**src/bmul_pkg.sv**
```systemverilog
// bmul_pkg: shared constants for the radix-2 booth multiplier
// no dependencies

package bmul_pkg;

    localparam int IN_W      = 16;
    localparam int OUT_W     = 32;
    localparam int DEF_WIDTH = 16;

    localparam logic [1:0] BOOTH_ADD = 2'b01;
    localparam logic [1:0] BOOTH_SUB = 2'b10;

endpackage

```
**src/bmul_if.sv**
```systemverilog
// bmul_in_if, bmul_out_if: valid/ready channels of the booth multiplier
// depends on bmul_pkg for the field widths

interface bmul_in_if
    import bmul_pkg::*;
();
    logic                    valid;
    logic                    ready;
    logic signed [IN_W-1:0]  multiplicand;
    logic signed [IN_W-1:0]  multiplier;

    modport source (output valid, output multiplicand, output multiplier, input ready);
    modport sink   (input valid, input multiplicand, input multiplier, output ready);
endinterface

interface bmul_out_if
    import bmul_pkg::*;
();
    logic                    valid;
    logic                    ready;
    logic signed [OUT_W-1:0] product;

    modport source (output valid, output product, input ready);
    modport sink   (input valid, input product, output ready);
endinterface

```
**src/booth_signed_multiplier.sv**
```systemverilog
// booth_signed_multiplier: radix-2 booth multiplier as a chain of WIDTH step cells
// depends on bmul_pkg, bmul_if (bmul_in_if, bmul_out_if) and bmul_cell
//
//  channel  dir  fields                        width
//  i_in     in   multiplicand, multiplier      16 + 16 signed
//  o_out    out  product                       32 signed
//
//  the product is taken from the last of the WIDTH cell registers, one booth step per cell
//  one transaction can enter every cycle while o_out is not stalled; the chain of WIDTH stage registers sets this
//  each cell advances when the next one is empty or moving, so bubbles fill under stall
//  the last cell's register is the output register
//  reset clears the stage valid bits only

module booth_signed_multiplier
    import bmul_pkg::*;
#(
    parameter int WIDTH = DEF_WIDTH
) (
    input  logic       i_clk,
    input  logic       i_rst_n,
    bmul_in_if.sink    i_in,
    bmul_out_if.source o_out
);

    logic             w_valid [WIDTH+1];
    logic             w_ready [WIDTH+1];
    logic [WIDTH:0]   w_acc   [WIDTH+1];
    logic [WIDTH-1:0] w_q     [WIDTH+1];
    logic             w_qprev [WIDTH+1];
    logic [WIDTH-1:0] w_mcand [WIDTH+1];

    logic [WIDTH-1:0] w_op_a;
    logic [WIDTH-1:0] w_op_b;
    logic [2*WIDTH-1:0] w_prod;

    generate
        if (WIDTH <= IN_W) begin : g_cut
            assign w_op_a = i_in.multiplicand[WIDTH-1:0];
            assign w_op_b = i_in.multiplier[WIDTH-1:0];
        end else begin : g_ext
            assign w_op_a = {{(WIDTH-IN_W){i_in.multiplicand[IN_W-1]}}, i_in.multiplicand};
            assign w_op_b = {{(WIDTH-IN_W){i_in.multiplier[IN_W-1]}}, i_in.multiplier};
        end
    endgenerate

    assign w_valid[0] = i_in.valid;
    assign i_in.ready = w_ready[0];
    assign w_acc[0]   = '0;
    assign w_q[0]     = w_op_b;
    assign w_qprev[0] = 1'b0;
    assign w_mcand[0] = w_op_a;

    generate
        for (genvar g = 0; g < WIDTH; g++) begin : g_cell
            bmul_cell #(
                .WIDTH (WIDTH)
            ) u_cell (
                .i_clk   (i_clk),
                .i_rst_n (i_rst_n),
                .i_valid (w_valid[g]),
                .o_ready (w_ready[g]),
                .i_acc   (w_acc[g]),
                .i_q     (w_q[g]),
                .i_qprev (w_qprev[g]),
                .i_mcand (w_mcand[g]),
                .o_valid (w_valid[g+1]),
                .i_ready (w_ready[g+1]),
                .o_acc   (w_acc[g+1]),
                .o_q     (w_q[g+1]),
                .o_qprev (w_qprev[g+1]),
                .o_mcand (w_mcand[g+1])
            );
        end
    endgenerate

    assign w_ready[WIDTH] = o_out.ready;
    assign o_out.valid    = w_valid[WIDTH];

    assign w_prod = {w_acc[WIDTH][WIDTH-1:0], w_q[WIDTH]};

    generate
        if (2*WIDTH >= OUT_W) begin : g_trunc
            assign o_out.product = w_prod[OUT_W-1:0];
        end else begin : g_sext
            assign o_out.product = {{(OUT_W-2*WIDTH){w_prod[2*WIDTH-1]}}, w_prod};
        end
    endgenerate

endmodule

```
**src/bmul_cell.sv**
```systemverilog
// bmul_cell: one booth step (add/sub/keep, then arithmetic shift) plus its stage register
// depends on bmul_pkg for the booth pair codes

module bmul_cell
    import bmul_pkg::*;
#(
    parameter int WIDTH = DEF_WIDTH
) (
    input  logic             i_clk,
    input  logic             i_rst_n,
    input  logic             i_valid,
    output logic             o_ready,
    input  logic [WIDTH:0]   i_acc,
    input  logic [WIDTH-1:0] i_q,
    input  logic             i_qprev,
    input  logic [WIDTH-1:0] i_mcand,
    output logic             o_valid,
    input  logic             i_ready,
    output logic [WIDTH:0]   o_acc,
    output logic [WIDTH-1:0] o_q,
    output logic             o_qprev,
    output logic [WIDTH-1:0] o_mcand
);

    logic             r_valid;
    logic [WIDTH:0]   r_acc;
    logic [WIDTH-1:0] r_q;
    logic             r_qprev;
    logic [WIDTH-1:0] r_mcand;

    logic [WIDTH:0]   w_mcx;
    logic [WIDTH:0]   w_sum;
    logic [WIDTH:0]   n_acc;
    logic [WIDTH-1:0] n_q;

    assign w_mcx = {i_mcand[WIDTH-1], i_mcand};

    always_comb begin
        unique case ({i_q[0], i_qprev})
            BOOTH_ADD: w_sum = i_acc + w_mcx;
            BOOTH_SUB: w_sum = i_acc - w_mcx;
            default:   w_sum = i_acc;
        endcase
    end

    // arithmetic shift of acc:q right by one
    assign n_acc = {w_sum[WIDTH], w_sum[WIDTH:1]};
    assign n_q   = {w_sum[0], i_q[WIDTH-1:1]};

    assign o_ready = !r_valid || i_ready;

    always_ff @(posedge i_clk) begin
        if (!i_rst_n) begin
            r_valid <= 1'b0;
        end else if (o_ready) begin
            r_valid <= i_valid;
        end
    end

    always_ff @(posedge i_clk) begin
        if (o_ready && i_valid) begin
            r_acc   <= n_acc;
            r_q     <= n_q;
            r_qprev <= i_q[0];
            r_mcand <= i_mcand;
        end
    end

    assign o_valid = r_valid;
    assign o_acc   = r_acc;
    assign o_q     = r_q;
    assign o_qprev = r_qprev;
    assign o_mcand = r_mcand;

endmodule

```
**src/flat_wrapper.sv**
```systemverilog
// flat-port wrapper written by rule: the top's interface ports become plain ports
module booth_signed_multiplier_flat import bmul_pkg::*;
#(
    parameter int WIDTH = DEF_WIDTH
)
  (i_clk, i_rst_n, i_in_valid, i_in_multiplicand, i_in_multiplier, i_in_ready, o_out_valid, o_out_product, o_out_ready);
  bmul_in_if i_in_i ();
  bmul_out_if o_out_i ();
  input  logic i_clk;
  input  logic i_rst_n;
  input wire logic [$bits(i_in_i.valid)-1:0] i_in_valid;
  input wire logic [$bits(i_in_i.multiplicand)-1:0] i_in_multiplicand;
  input wire logic [$bits(i_in_i.multiplier)-1:0] i_in_multiplier;
  output wire logic [$bits(i_in_i.ready)-1:0] i_in_ready;
  output wire logic [$bits(o_out_i.valid)-1:0] o_out_valid;
  output wire logic [$bits(o_out_i.product)-1:0] o_out_product;
  input wire logic [$bits(o_out_i.ready)-1:0] o_out_ready;
  assign i_in_i.valid = i_in_valid;
  assign i_in_i.multiplicand = i_in_multiplicand;
  assign i_in_i.multiplier = i_in_multiplier;
  assign i_in_ready = i_in_i.ready;
  assign o_out_valid = o_out_i.valid;
  assign o_out_product = o_out_i.product;
  assign o_out_i.ready = o_out_ready;
  booth_signed_multiplier #(.WIDTH(WIDTH)) u_core (.i_clk(i_clk), .i_rst_n(i_rst_n), .i_in(i_in_i), .o_out(o_out_i));
endmodule
```
**config.mk**
```make
export PLATFORM = sky130hd
export DESIGN_NAME = booth_signed_multiplier_flat
export DESIGN_NICKNAME = d
export VERILOG_FILES = /design/src/bmul_pkg.sv /design/src/bmul_if.sv /design/src/booth_signed_multiplier.sv /design/src/bmul_cell.sv /design/src/flat_wrapper.sv
export SDC_FILE = /design/constraint.sdc
export NUM_CORES = 1
export LEC_CHECK = 0
export ABC_AREA = 1
export BUFFER_PORTS_ARGS = -buffer_cell sky130_fd_sc_hd__clkbuf_2
export CAP_MARGIN = 10
export CORE_MARGIN = 2
export CORE_UTILIZATION = 35
export CTS_BUF_LIST = sky130_fd_sc_hd__clkbuf_16
export DETAILED_ROUTE_END_ITERATION = 6
export PLACE_DENSITY_LB_ADDON = 0.08
export SYNTH_ARGS = -nofsm -noshare
export SYNTH_HDL_FRONTEND = slang
export SYNTH_HIERARCHICAL = 1
export SYNTH_SLANG_ARGS = --single-unit
```
**constraint.sdc**
```tcl
create_clock -name i_clk -period 12.6 [get_ports i_clk]
set_clock_uncertainty 0.2 [all_clocks]
set_input_delay 2.52 -clock i_clk [delete_from_list [all_inputs] [get_ports i_clk]]
set_output_delay 2.52 -clock i_clk [all_outputs]
set_load 0.05 [all_outputs]
```
==> results of run 1 <==
==> power breakdown <==
| group | switching [mW] | total [mW] | internal, mW |
|---|---|---|---|
| combinational | 0.394 | 0.613 | 0.219 |
| clock | 1.13 | 2.75 | 1.62 |
| sequential | 0.0408 | 2.94 | 2.90 |
| total | 1.57 | 6.30 | 4.74 |
==> flip-flops by register name (all words and copies together), names as in the netlist <==
register	cells
u_core/g_cell.u_cell/o_mcand	240
u_core/g_cell.u_cell/o_q	256
u_core/g_cell.u_cell/o_acc	256
u_core/g_cell.u_cell/o_valid	16
u_core/g_cell.u_cell/o_qprev	15
==> layout make-up <==
type	instances	area (sq um)
clock buffers	96	2402
clock inverters	77	734.5
fillers	13830	83290
inverters	799	2999
multi-input cells	3907	22120
flip-flops and latches	783	23350
well taps	1794	2245
repair buffers	93	525.5
==> per-stage QoR <==
step	setup slack [ns]	utilization, %
2_1_floorplan	5.335	-
3_3_place_gp	3.998	37.22
3_5_place_dp	4.039	37.22
4_1_cts	4.029	39.50
5_1_grt	3.560	39.50
6_report	4.081	39.50
==> routing by layer <==
metal  track usage (%)  wire length (microns)  part of all wire [%]  up-vias
li1                  -                      -                     -    18520
met1             23.88                  58680                    49    16330
met2             27.65                  54190                    46      462
met3             2.047                   3935                   3.3      120
met4             4.317                   2150                   1.8        0
met5                 0                      0                     0        -
==> critical path: cells and delay by family <==
family	cells	cell delay, ns
buffers and inverters	18	2.07
and+or+nand+nor	16	1.21
==> final timing paths <==
path / slack (ns) / endpoint / start
max: 4.08 / i_in_ready / o_out_ready
min: 0.21 / u_core/g_cell[13].u_cell/o_q[10]$_DFFE_PP_ / u_core/g_cell[12].u_cell/o_q[11]$_DFFE_PP_
max reg2reg: 8.47 / u_core/g_cell[0].u_cell/o_q[2]$_DFFE_PP_ / u_core/g_cell[15].u_cell/o_valid$_SDFFE_PN0N_
min reg2reg: 0.21 / u_core/g_cell[13].u_cell/o_q[10]$_DFFE_PP_ / u_core/g_cell[12].u_cell/o_q[11]$_DFFE_PP_
==> metrics.yaml, run 1 <==
floorplan:
  fp.dieH_microns: 376.6
  coreArea_sq_um: 137700
  initial_core_util_pct: 35.29
  io_pins: 70
  rows: 136
  die_x_microns: 376.6
  die-area_sq_um: 141800
global_route:
  grt_overflow: 0
  first_global_vias: 34150
  grt_max_degree: 50
  grt_pass1_wl_mm: 190.7
  grt_usage_pct: 16.96
  antenna_found_initial: 1
clock_network:
  cts_tree: "built"
  cts_setup_buffers: 0
  clk_latency_ns: 0.71
  cts.clk_slew.worst_paths_ns: 0.06
  hold_buffers: 0
  cts_resized: 0
  cts.path.max_buffers: 3
  cts.sinks: 783
  htreeDepth: 3
  cts-root-buf: "clkbuf_16"
  cts-buffers-inserted: 95
sta:
  worstMarginPinSlew_ns: 1.083
  fmax_mhz: 117.4
  finalSetupTns_ns: 0
  finalCritPeriodShare_pct: 67.61
  hold_viol: 0
  maxSlewHeadroom_pct: 27.63
  rsz0062_at_grt: "false"
  whs_ns: 0.2088
  report.final.setup_viol: 0
  period_minus_slack_ns: 8.519
  maxSlewViolCount: 0
power:
  ir_drop_mv: 0.1100
  finalPower_mw: 6.304
  power.leakage_nw: 24.19
  p_per_area_nw_per_um2: 115.9
cells_and_area:
  post-route-cell-area_sq_um: 54380
  mostFrequentLayoutCell: "nand2_1"
  layoutNonFillerInstCount: 7549
  layout_common_cells: "1548 x nand2_1, 772 x inv_1, 767 x edfxtp_1"
  nets: 6019
  n_antenna_cell: 0
  drive_above_1_share_pct: 9.922
  syn2layout_area_growth_pct: 11.93
worst_setup_path:
  cp.arrival_ns: 5.80
  reg2reg_depth: 32
  worstSetupPathType: "input pin to primary output"
  cp_max_fo: 2
  endpoint_kind: "primary output"
  required_ns: 9.88
  crit_path_max_incr_delay_ns: 0.24
  crit_path_top_delay_cell: "clkbuf_2"
  cp-start-kind: "input pin"
routing:
  initialDrtViolationCount: 2374
  drc: 0
  vias: 35440
  drtAntennaViolNets: 0
  drtPass1Iterations: 5
  routed_wl_mm: 119.0
  wl_per_cell_microns: 15.76
  via_per_inst: 4.694
placed_design:
  io_buffers: 69
  hpwl_mm: 94.33
  dp_cells: 7376
  dpl_cell_area_sq_um: 51240
  gp_congestion: 0.8314
worst_hold_path:
  min_path_cells: 0
  hp-class: "flip-flop to flip-flop"
flow_run:
  maxCapViolCount: 0
outcome:
  status: "finished clean"
logic_synthesis:
  syn_area_per_cell_sq_um: 8.780
  synth_cells: 5533
  ys_warn_count: 6
  syn_area_sq_um: 48580
No activity file was read; power rests on OpenSTA's default activity.
==> run 2, diff against run 1 <==
==> constraint.sdc (replaced) <==
create_clock -name i_clk -period 8.4 [get_ports i_clk]
set_clock_uncertainty 0.2 [all_clocks]
set_input_delay 1.68 -clock i_clk [delete_from_list [all_inputs] [get_ports i_clk]]
set_output_delay 1.68 -clock i_clk [all_outputs]
set_load 0.05 [all_outputs]
==> run 2 against run 1 <==
Effect of this change:
- sequential power rose by 50%
- count of clock-buffer cells in the layout fell by 2
- combinational power rose by 50%
- first-iteration DRC count fell by 2.8%
- setup slack got worse by 2.5 ns
- cell area barely moved
- sequential share of layout area barely moved
- die area did not move
- critical endpoint unchanged
- largest power group unchanged
- highest routed layer unchanged
==> metrics.yaml, run 2 (synthesized netlist as in run 1, its figures left out) <==
sta:
  period_minus_slack_ns: 6.845
  finalCritPeriodShare_pct: 81.48
  finalSetupTns_ns: 0  # unchanged
  hold_viol: 0  # unchanged
  fmax_mhz: 146.1
  maxSlewHeadroom_pct: 38.70  # was 27.63%
  rsz0062_at_grt: "false"  # unchanged
  worstMarginPinSlew_ns: 0.9195  # was 1.083 ns
  setup_slack_ns: 1.555  # was 4.081 ns
  report.final.setup_viol: 0  # unchanged
  maxSlewViolCount: 0  # unchanged
floorplan:
  die-area_sq_um: 141800  # unchanged
  coreArea_sq_um: 137700  # unchanged
  fp.dieH_microns: 376.6  # unchanged
  initial_core_util_pct: 35.29  # unchanged
  rows: 136  # unchanged
  die_x_microns: 376.6  # unchanged
  io_pins: 70  # unchanged
routing:
  via_per_inst: 4.691  # was 4.694
  routed_wl_mm: 118.8  # was 119.0 mm
  drc: 0  # unchanged
  drtPass1Iterations: 6  # was 5
  drtAntennaViolNets: 0  # unchanged
  vias: 35410  # was 35440
  wl_per_cell_microns: 15.74  # was 15.76 microns
  initialDrtViolationCount: 2308  # was 2374
cells_and_area:
  drive_above_1_share_pct: 10.01  # was 9.922%
  fillers: 13900  # was 13830
  layout_common_cells: "1548 x nand2_1, 767 x edfxtp_1, 765 x inv_1"  # was 1548 x nand2_1, 772 x inv_1, 767 x edfxtp_1
  syn2layout_area_growth_pct: 11.98  # was 11.93%
  nets: 6018  # was 6019
  mostFrequentLayoutCell: "nand2_1"  # unchanged
clock_network:
  cts_tree: "built"  # unchanged
  cts.path.max_buffers: 3  # unchanged
  cts.sinks: 783  # unchanged
  cts_setup_buffers: 0  # unchanged
  hold_buffers: 0  # unchanged
  cts_resized: 0  # unchanged
  cts-buffers-inserted: 94  # was 95
  cts-root-buf: "clkbuf_16"  # unchanged
  clk_latency_ns: 0.71  # about the same
  htreeDepth: 3  # unchanged
  cts.clk_slew.worst_paths_ns: 0.05  # was 0.06 ns
worst_setup_path:
  cp_num_cells: 34  # unchanged
  endpoint_kind: "primary output"  # unchanged
  cp-start-kind: "input pin"  # unchanged
  worstReg2RegStart: "u_core/g_cell[15].u_cell/o_valid$_SDFFE_PN0N_"  # unchanged
  cp_top_family: "buffers and inverters"  # unchanged
  crit_start: "o_out_ready"  # unchanged
  worstSetupPathType: "input pin to primary output"  # unchanged
  crit_path_top_delay_cell: "clkbuf_2"  # unchanged
  rrSetupSlack_ns: 4.24  # was 8.47 ns
  required_ns: 6.52  # was 9.88 ns
  cp.arrival_ns: 4.96  # was 5.80 ns
  reg2reg_depth: 32  # unchanged
  cp_max_fo: 2  # unchanged
  crit_path_max_incr_delay_ns: 0.24  # about the same
  path_buf_inv: 18  # unchanged
  r2r-end: "u_core/g_cell[0].u_cell/o_q[7]$_DFFE_PP_"  # was u_core/g_cell[0].u_cell/o_q[2]$_DFFE_PP_
  worstSetupEndpoint: "i_in_ready"  # unchanged
power:
  clockPowerShare_pct: 43.7  # was 43.6%
  seq_power_share_pct: 46.6  # was 46.7%
  p_per_area_nw_per_um2: 174.2  # was 115.9 nW/um^2
  internal_power_mw: 7.104  # was 4.738 mW
  power.leakage_nw: 24.18  # was 24.19 nW
  power_frac_comb_pct: 9.7  # about the same
  p_switching_mw: 2.372  # was 1.567 mW
  ir_drop_mv: 0.1564  # was 0.1100 mV
  swShare_pct: 25.03  # was 24.85%
worst_hold_path:
  hp-class: "flip-flop to flip-flop"  # unchanged
  worstHoldStart: "u_core/g_cell[7].u_cell/o_q[15]$_DFFE_PP_"  # was u_core/g_cell[12].u_cell/o_q[11]$_DFFE_PP_
placed_design:
  pre_cts_ws_ns: 1.538  # was 4.039 ns
  gp_congestion: 0.8220  # was 0.8314
  io_buffers: 69  # unchanged
  hpwl_mm: 93.99  # was 94.33 mm
global_route:
  first_global_vias: 34450  # was 34150
  grt_pass1_wl_mm: 192.3  # was 190.7 mm
  grt_max_degree: 50  # unchanged
  grt_overflow: 0  # unchanged
  antenna_found_initial: 3  # was 1
  grt_usage_pct: 17.01  # was 16.96%
outcome:
  status: "finished clean"  # unchanged
flow_run:
  maxCapViolCount: 0  # unchanged
run 2: cell count changes in the layout (fill, tap and decap cells not counted), moves of 2 or more:
| cell | previous run | this run |
|---|---|---|
| inv_1 | 772 | 765 |
| clkinv_2 | 10 | 15 |
| clkbuf_16 | 96 | 94 |
| clkinv_16 | 1 | 3 |
| inv_16 | 3 | 1 |
| inv_6 | 1 | 3 |
run 2: worst min path at each step:
stage	endpoint	slack, ns	depth (start not counted)
2_1_floorplan	u_core/g_cell[10].u_cell/o_q[0]$_DFFE_PP_	0.20	0
5_1_grt	u_core/g_cell[14].u_cell/o_q[8]$_DFFE_PP_	0.21	0
4_1_cts	u_core/g_cell[9].u_cell/o_q[14]$_DFFE_PP_	0.20	0
3_5_place_dp	u_core/g_cell[11].u_cell/o_q[12]$_DFFE_PP_	0.20	0
6_report	u_core/g_cell[8].u_cell/o_q[14]$_DFFE_PP_	0.21	0
3_3_place_gp	u_core/g_cell[5].u_cell/o_q[11]$_DFFE_PP_	0.20	0
run 2: layer usage:
metal | wire length, microns | share of wire (%) | vias to the layer above | track usage (%)
li1 | - | - | 18500 | -
met1 | 58860 | 50 | 16300 | 24.03
met2 | 54090 | 46 | 481 | 27.67
met3 | 3673 | 3.1 | 132 | 2.101
met4 | 2174 | 1.8 | 0 | 4.151
met5 | 0 | 0 | - | 0
run 2: final cells by class:
type | count | area [sq um] | share of cell area (%)
inverters | 799 | 2999 | 5.513
multi-input cells | 3907 | 22120 | 40.66
diodes | 1 | 2.502 | 0.004600
well taps | 1794 | 2245 | 4.126
clock buffers | 94 | 2352 | 4.324
clock inverters | 78 | 795.8 | 1.463
repair buffers | 93 | 538.0 | 0.9890
flip-flops and latches | 783 | 23350 | 42.93
run 2: through the flow:
step,std cells,utilization [%],hold slack (ns),total power [mW],area (sq um)
after floorplan,5568,-,0.2003,5.178,48710
after global placement,7375,37.22,0.2004,5.406,51230
after detailed placement,7375,37.22,0.2045,5.410,51230
after CTS,7547,39.50,0.1956,9.646,54380
after global routing,7548,39.52,0.2142,9.951,54400
final,7549,39.52,0.2082,9.476,54400
run 2: power by group through the flow:
| stage | logic (mW) | registers [mW] | clock network (mW) |
|---|---|---|---|
| after CTS | 0.917 | 4.42 | 4.31 |
| after global routing | 1.07 | 4.42 | 4.46 |
| after detailed placement | 0.912 | 4.50 | 0 |
| final | 0.920 | 4.41 | 4.14 |
| after floorplan | 0.712 | 4.47 | 0 |
| after global placement | 0.907 | 4.50 | 0 |
